`config.mk`:
```
export PLATFORM = sky130hd
export DESIGN_NAME = periodic_slot_scheduler
export DESIGN_NICKNAME = d
export VERILOG_FILES = /design/src/hdl/pss_pkg.sv /design/src/hdl/pss_cell.sv /design/src/hdl/pss_head.sv /design/src/hdl/periodic_slot_scheduler.sv
export SDC_FILE = /design/constraint.sdc
export NUM_CORES = 2
export LEC_CHECK = 0
export ABC_AREA = 1
export BUFFER_PORTS_ARGS = -buffer_cell sky130_fd_sc_hd__buf_2
export CORE_MARGIN = 1.5
export CORE_UTILIZATION = 40
export CTS_CLUSTER_DIAMETER = 200
export DETAILED_ROUTE_END_ITERATION = 10
export GPL_TIMING_DRIVEN = 1
export PLACE_DENSITY_LB_ADDON = 0.25
export SLEW_MARGIN = 20
export SYNTH_ARGS = -nofsm -noshare
export SYNTH_HDL_FRONTEND = slang
export SYNTH_HIERARCHICAL = 1
export SYNTH_SLANG_ARGS = --single-unit
```
`constraint.sdc`:
```
create_clock -name clock -period 5.3 [get_ports clock]
set_input_delay 0.795 -clock clock [delete_from_list [all_inputs] [get_ports clock]]
set_output_delay 0.795 -clock clock [all_outputs]
set_load 0.02 [all_outputs]
```
`src/hdl/pss_pkg.sv`:
```
package pss_pkg;

   localparam int PSS_NUM_SLOTS   = 16;
   localparam int PSS_EVENT_LIMIT = 16;
   localparam int PSS_TICK_W      = 32;
   localparam int PSS_SLOT_W      = 4;
   localparam int PSS_SCAN_W      = 7;
   localparam int PSS_ACTIVE_W    = 5;

   typedef enum logic [1:0] {
      ACT_TICK  = 2'd0,
      ACT_LOAD  = 2'd1,
      ACT_START = 2'd2
   } action_type;

   typedef enum logic [1:0] {
      ST_IDLE,
      ST_RUN,
      ST_FLUSH
   } state_type;

   typedef struct packed {
      logic [PSS_TICK_W-1:0] period;
      logic [PSS_TICK_W-1:0] next_due;
   } slot_type;

   // Outcome of one slot passing through the head unit.
   typedef struct packed {
      logic hit;
      logic missed;
   } head_result_type;

endpackage

```
`src/hdl/pss_cell.sv`:
```
module pss_cell (
   input  logic              clock,
   input  logic              reset,
   input  logic              shift_en,
   input  pss_pkg::slot_type slot_d,
   output pss_pkg::slot_type slot_q
);
   import pss_pkg::*;

   slot_type slot_ff;
   slot_type slot_in;

   // Each cell takes its neighbor's slot whenever the ring advances.
   always_comb begin
      slot_in = shift_en ? slot_d : slot_ff;
   end

   always_ff @(posedge clock) begin
      if (reset) begin
         slot_ff <= '0;
      end else begin
         slot_ff <= slot_in;
      end
   end

   assign slot_q = slot_ff;

endmodule

```
`src/hdl/pss_head.sv`:
```
module pss_head (
   input  pss_pkg::action_type               action,
   input  logic                              load_hit,
   input  logic                              in_scan,
   input  logic [pss_pkg::PSS_TICK_W-1:0]    period_in,
   input  logic [pss_pkg::PSS_TICK_W-1:0]    now,
   input  pss_pkg::slot_type                 slot_in,
   output pss_pkg::slot_type                 slot_out,
   output pss_pkg::head_result_type          result
);
   import pss_pkg::*;

   logic [PSS_TICK_W-1:0] lag;
   logic                  due;
   logic                  late;
   logic [PSS_TICK_W-1:0] base;
   logic [PSS_TICK_W-1:0] addend;
   logic [PSS_TICK_W-1:0] sum;

   // Wrap-safe lateness: the sign bit of the difference tells early from due.
   assign lag  = now - slot_in.next_due;
   assign due  = in_scan && (slot_in.period != '0) && !lag[PSS_TICK_W-1];
   assign late = lag >= slot_in.period;

   // One adder serves every update: an on-time fire advances from the old
   // deadline, everything else arms from the current tick.
   always_comb begin
      base   = now;
      addend = slot_in.period;
      if (action == ACT_LOAD) begin
         addend = period_in;
      end else if (action == ACT_TICK && !late) begin
         base = slot_in.next_due;
      end
   end

   assign sum = base + addend;

   always_comb begin
      slot_out      = slot_in;
      result.hit    = 1'b0;
      result.missed = 1'b0;
      unique case (action)
         ACT_LOAD: begin
            if (load_hit) begin
               slot_out.period   = period_in;
               slot_out.next_due = sum;
            end
         end
         ACT_START: begin
            slot_out.next_due = sum;
         end
         ACT_TICK: begin
            if (due) begin
               slot_out.next_due = sum;
               result.hit        = 1'b1;
               result.missed     = late;
            end
         end
         default: begin
            slot_out = slot_in;
         end
      endcase
   end

endmodule

```
`src/hdl/periodic_slot_scheduler.sv`:
```
// Periodic slot scheduler.
// Items arrive on the req_ channel (valid/stall). A tick item carries the
// current tick count and produces one rsp_ transfer per slot that is due,
// in ascending slot order, with rsp_last set on the final one; a tick with
// nothing due produces no transfer. Load and start items produce none.
// The csr_ port writes the number of slots scanned per tick; write it only
// while the block is idle.
// The slot table lives in a ring of cells that rotates one slot per cycle,
// unless paused by a receiver stall, past a single head unit. An item is
// accepted while idle, rotates all NUM_SLOTS slots past the head and then
// hands over the last pending event, and only then is a new item taken.
// An event is held back until the next due slot reaches the head or the
// rotation ends, so that its last flag is known. req_stall is high while
// an item is in progress.
// When the receiver stalls, the finished result waits in the output
// register; one more event may be held internally, after which the ring
// pauses until the output register frees up.
// Synchronous reset clears all periods and deadlines (all slots disabled),
// sets the scan count to zero and empties the output.
module periodic_slot_scheduler #(
   parameter int NUM_SLOTS = pss_pkg::PSS_NUM_SLOTS
) (
   input  logic                                clock,
   input  logic                                reset,
   input  logic                                req_valid,
   output logic                                req_stall,
   input  logic [1:0]                          req_action,
   input  logic [3:0]                          req_slot_index,
   input  logic [pss_pkg::PSS_TICK_W-1:0]      req_period_ticks,
   input  logic [pss_pkg::PSS_TICK_W-1:0]      req_now_tick,
   output logic                                rsp_valid,
   input  logic                                rsp_stall,
   output logic [pss_pkg::PSS_SLOT_W-1:0]      rsp_event_slot,
   output logic                                rsp_missed,
   output logic                                rsp_last,
   input  logic                                csr_wr_en,
   input  logic [pss_pkg::PSS_ACTIVE_W-1:0]    csr_wr_data
);
   import pss_pkg::*;

   localparam int IDX_W = (NUM_SLOTS > 1) ? $clog2(NUM_SLOTS) : 1;

   // Control state.
   state_type             state_ff, state_in;
   logic [IDX_W-1:0]      cnt_ff, cnt_in;
   logic [PSS_ACTIVE_W-1:0] active_ff;

   // The item being worked on.
   action_type            act_ff;
   logic [3:0]            idx_ff;
   logic [PSS_TICK_W-1:0] period_ff;
   logic [PSS_TICK_W-1:0] now_ff;

   // One event is held back until we know whether another one follows,
   // which decides its last flag.
   logic                  pend_valid_ff, pend_valid_in;
   logic [PSS_SLOT_W-1:0] pend_slot_ff;
   logic                  pend_missed_ff;

   // Output register.
   logic                  rsp_valid_ff, rsp_valid_in;
   logic [PSS_SLOT_W-1:0] rsp_slot_ff;
   logic                  rsp_missed_ff;
   logic                  rsp_last_ff;

   logic                  req_take;
   logic                  out_free;
   logic                  shift_en;
   logic                  flush_move;
   logic                  run_move;
   logic                  out_load;
   logic                  last_step;
   logic [PSS_SCAN_W-1:0] scan_lim;
   logic [PSS_SCAN_W-1:0] cnt_ext;
   logic                  load_hit;
   logic                  in_scan;
   logic [PSS_SLOT_W-1:0] cur_slot;

   slot_type              chain_q [NUM_SLOTS];
   slot_type              head_out;
   head_result_type       head_res;

   assign req_take  = req_valid && !req_stall;
   assign out_free  = !rsp_valid_ff || !rsp_stall;
   assign last_step = cnt_ff == IDX_W'(NUM_SLOTS - 1);

   // Scan count saturates at the table size and at the event slot range.
   always_comb begin
      scan_lim = PSS_SCAN_W'(active_ff);
      if (scan_lim > PSS_SCAN_W'(NUM_SLOTS)) begin
         scan_lim = PSS_SCAN_W'(NUM_SLOTS);
      end
      if (scan_lim > PSS_SCAN_W'(PSS_EVENT_LIMIT)) begin
         scan_lim = PSS_SCAN_W'(PSS_EVENT_LIMIT);
      end
   end

   // Slot number at the head of the ring equals the rotation count.
   assign cnt_ext  = PSS_SCAN_W'(cnt_ff);
   assign load_hit = cnt_ext == PSS_SCAN_W'(idx_ff);
   assign in_scan  = cnt_ext < scan_lim;
   assign cur_slot = cnt_ext[PSS_SLOT_W-1:0];

   // Next-state logic.
   always_comb begin
      state_in = state_ff;
      unique case (state_ff)
         ST_IDLE: begin
            if (req_take) begin
               state_in = ST_RUN;
            end
         end
         ST_RUN: begin
            if (shift_en && last_step) begin
               state_in = ST_FLUSH;
            end
         end
         ST_FLUSH: begin
            if (!pend_valid_ff || out_free) begin
               state_in = ST_IDLE;
            end
         end
         default: begin
            state_in = ST_IDLE;
         end
      endcase
   end

   // State machine outputs. The ring only pauses when a new event would
   // need the holding slot while it is full and a stalled result fills the output register.
   always_comb begin
      req_stall  = 1'b1;
      shift_en   = 1'b0;
      flush_move = 1'b0;
      unique case (state_ff)
         ST_IDLE: begin
            req_stall = 1'b0;
         end
         ST_RUN: begin
            shift_en = !(head_res.hit && pend_valid_ff && !out_free);
         end
         ST_FLUSH: begin
            flush_move = pend_valid_ff && out_free;
         end
         default: begin
            req_stall = 1'b1;
         end
      endcase
   end

   assign run_move = shift_en && head_res.hit && pend_valid_ff;
   assign out_load = run_move || flush_move;

   always_comb begin
      cnt_in = cnt_ff;
      if (req_take) begin
         cnt_in = '0;
      end else if (shift_en) begin
         cnt_in = cnt_ff + IDX_W'(1);
      end
   end

   always_comb begin
      pend_valid_in = pend_valid_ff;
      if (shift_en && head_res.hit) begin
         pend_valid_in = 1'b1;
      end else if (flush_move) begin
         pend_valid_in = 1'b0;
      end
   end

   always_comb begin
      rsp_valid_in = rsp_valid_ff && rsp_stall;
      if (out_load) begin
         rsp_valid_in = 1'b1;
      end
   end

   always_ff @(posedge clock) begin
      if (reset) begin
         state_ff      <= ST_IDLE;
         cnt_ff        <= '0;
         active_ff     <= '0;
         pend_valid_ff <= 1'b0;
         rsp_valid_ff  <= 1'b0;
      end else begin
         state_ff      <= state_in;
         cnt_ff        <= cnt_in;
         pend_valid_ff <= pend_valid_in;
         rsp_valid_ff  <= rsp_valid_in;
         if (csr_wr_en) begin
            active_ff <= csr_wr_data;
         end
      end
   end

   always_ff @(posedge clock) begin
      if (req_take) begin
         act_ff    <= action_type'(req_action);
         idx_ff    <= req_slot_index;
         period_ff <= req_period_ticks;
         now_ff    <= req_now_tick;
      end
      if (shift_en && head_res.hit) begin
         pend_slot_ff   <= cur_slot;
         pend_missed_ff <= head_res.missed;
      end
      if (out_load) begin
         rsp_slot_ff   <= pend_slot_ff;
         rsp_missed_ff <= pend_missed_ff;
         rsp_last_ff   <= flush_move;
      end
   end

   // Head unit: updates the slot at cell zero on its way to the ring's tail.
   pss_head u_head (
      .action    (act_ff),
      .load_hit  (load_hit),
      .in_scan   (in_scan),
      .period_in (period_ff),
      .now       (now_ff),
      .slot_in   (chain_q[0]),
      .slot_out  (head_out),
      .result    (head_res)
   );

   // Ring of slot cells; after NUM_SLOTS steps each slot is back in place.
   for (genvar i = 0; i < NUM_SLOTS; i++) begin : g_cell
      slot_type cell_d;
      if (i == NUM_SLOTS - 1) begin : g_tail
         assign cell_d = head_out;
      end else begin : g_mid
         assign cell_d = chain_q[i+1];
      end
      pss_cell u_cell (
         .clock    (clock),
         .reset    (reset),
         .shift_en (shift_en),
         .slot_d   (cell_d),
         .slot_q   (chain_q[i])
      );
   end

   assign rsp_valid      = rsp_valid_ff;
   assign rsp_event_slot = rsp_slot_ff;
   assign rsp_missed     = rsp_missed_ff;
   assign rsp_last       = rsp_last_ff;

endmodule

```
==> reports/results.tsv <==
stage	metric	value	unit
logic_synthesis	synth_area_leader_cell	dfxtp_1	
cells_and_area	stdcell_count	9916	
sta	final-max-slew-violation-count	0	
cells_and_area	diodes	0	
sta	fin_crit_sh	1.08	
worst_setup_path	crit_type	flop to flop	
logic_synthesis	synth_edf_count	81	
cts	cts_max_level	3	
global_routing	grt_max_degree	185	
route	drt_iter0_drc	2844	
sta	clock_skew	34.5	ps
logic_synthesis	synth_top_area_frac	0.399	
global_routing	antenna_found_initial	1	
global_routing	grt.overflow.total	0	
logic_synthesis	synthCells	7814	
pwr	power_leakage	27.7	nW
placement	portBuffers	87	
route	wirelength	137	mm
run_status	outcome	finished with violations	
floorplan	die_h	364	um
cts	clk_latency	750	ps
placement	dpl_worst_slack	-932	ps
logic_synthesis	yosysUniqueCellTypes	48	
cts	clockBufferDepth	3	
cts	hold_buffers	0	
cells_and_area	utilization	0.465	
logic_synthesis	synth.avg_cell_area	6.66	um2
cells_and_area	most-common-layout-cells	nand2_1, nor2_1, inv_1	
logic_synthesis	synth_fp_nets	7994	
cells_and_area	drive_gt1_frac	0.113	
placement	dpl.hpwl	94.3	mm
floorplan	core.rowCount	132	
floorplan	ios	88	
worst_setup_path	slowest_stage	edfxtp_1	
cells_and_area	final_area	60100	um2
sta	finalHoldViolCount	0	
logic_synthesis	yosys-top-cells-area	dfxtp_1, nand2_1, nor2_1	
worst_setup_path	start_kind	flop	
floorplan	dieArea	132000	um2
logic_synthesis	synth.cell_area	52100	um2
placement	dp.cells	9645	
logic_synthesis	yosysWarnings	6	
route	ant_nets	0	
pwr	pwr_density_cell	379	nW/um2
route	firstDrtPassIters	5	
logic_synthesis	yosysSeqAreaShare	0.445	
global_routing	gr-usage-all-layers	0.208	
cts	numClockSinks	1118	
worst_setup_path	slowest_delay	370	ps
global_routing	grt_pass1_vias	41862	
worst_setup_path	crit_arrival	6350	ps
sta	setup_viol	29	
sta	postLayoutSetupSlackWorst	-401	ps
placement	place.gp.congestion	0.897	
sta	max_freq	175	MHz
route	route.detailed.drc	0	
cells_and_area	fin_nets	8256	
placement	dpl_cell_area	54600	um2
run_status	violations	negative setup slack	
sta	rsz0062_at_grt	true	
cells_and_area	area_growth_syn_to_layout	15.4	%
cts	cts_made_buffers	119	
cts	path_clk_slew	60	ps
global_routing	grt_pass1_wl	221	mm
route	wl_per_cell	13.8	um
logic_synthesis	ys_seq_elements	1118	
worst_hold_path	min_path_type	primary input to flop	
pwr	peakVddDrop	299	uV
sta	tightest_slew	1030	ps
worst_setup_path	crit_required	5950	ps
sta	relSlewSlack	0.312	
route	vias_per_cell	4.43	
sta	post-route-min-period	5700	ps
worst_setup_path	cp_common_cell	nand2_2	
logic_synthesis	synthArstFlopShare	0	
worst_setup_path	end_kind	flop	
logic_synthesis	yosys_most_used_dff	dfxtp_1	
pwr	p_total	22.7	mW
job	cap_violations	0	
floorplan	core_area	129000	um2
route	vias	43935	
sta	timing.hold.ws	216	ps
floorplan	start_util	0.403	
cts	cts_tree	done	
cts	root_buffer	clkbuf_16	
cells_and_area	layout_commonest_cell	nand2_1	
floorplan	die_w	364	um
sta	finalSetupTns	-6810	ps
worst_setup_path	path_max_fanout	8	
[worst max-delay path: cells and delay by family, from the launching register on]
family	cells	cell delay (ps)
simple gates	20	1650
buf+inv	11	980
fa+ha+maj	4	1100
xor+xnor	2	360
flops	1	370
compound gates	9	1120
[state kept, by name (all words and copies together) (netlist names), 2 cells and up]
name                  cells
pend_slot_ff              4
period_ff                32
active_ff                 5
now_ff                   32
rsp_event_slot            4
g_cell.u_cell/slot_q   1024
act_ff                    2
state_ff                  2
cnt_ff                    4
idx_ff                    4
[final cells by class]
type | count | area [um2]
well taps | 1742 | 2180
multi-input cells | 5111 | 22100
repair buffers | 486 | 3880
clock buffers | 179 | 3510
inverters | 1240 | 4670
fillers | 13746 | 69200
clock inverters | 40 | 529
flip-flops and latches | 1118 | 23200
[layer usage]
metal  part of all wire  routed length [um]  GRT usage
met5                  0                   0          0
met2               0.46               63800      0.353
met3              0.033                4580     0.0257
met4              0.027                3720     0.0592
met1               0.47               65200      0.275
[logic make-up after synthesis]
group,Yosys count,share of synthesized area
AO/OA/AOI/OAI,298,0.0322
AND/OR/NAND/NOR,4656,0.341
adder cells (fa/ha/maj),100,0.0243
flip-flops,1118,0.445
XOR/XNOR,57,0.00959
buffers and inverters,1585,0.147
[power by group]
part | internal (mW) | total [mW] | switching, mW
sequential | 9.22 | 9.62 | 0.393
combinational | 1.83 | 4.54 | 2.71
clock | 5.06 | 8.59 | 3.54
total | 16.1 | 22.7 | 6.64
[path summary, 6_finish.rpt]
kind | start | slack [ps] | cells past startpoint | end
min reg2reg | pend_slot_ff[0] | 430 | 0 | rsp_event_slot[0]
min | req_now_tick[22] | 220 | 1 | now_ff[22]
max reg2reg | now_ff[0] | -400 | 46 | g_cell[15].u_cell/slot_q[27]
max | now_ff[0] | -400 | 46 | g_cell[15].u_cell/slot_q[27]
[Yosys cell counts, types with 18 or more instances]
cell type	count
buf_2	100
ha_1	98
dfxtp_1	1037
xnor2_1	21
o21ai_2	19
nor2_1	2126
a21oi_1	88
inv_2	18
nand3_1	58
nand2_1	2402
buf_4	32
inv_1	1220
o21ai_0	144
buf_6	196
edfxtp_1	81
xor2_1	36
[repair_timing]
item                       CTS  global route
cloned                       3             0
setup buffers               40            13
pin swaps                   74            83
setup endpoints to repair   30            31
resized for setup          174           101
(Power assumes the default switching activity.)
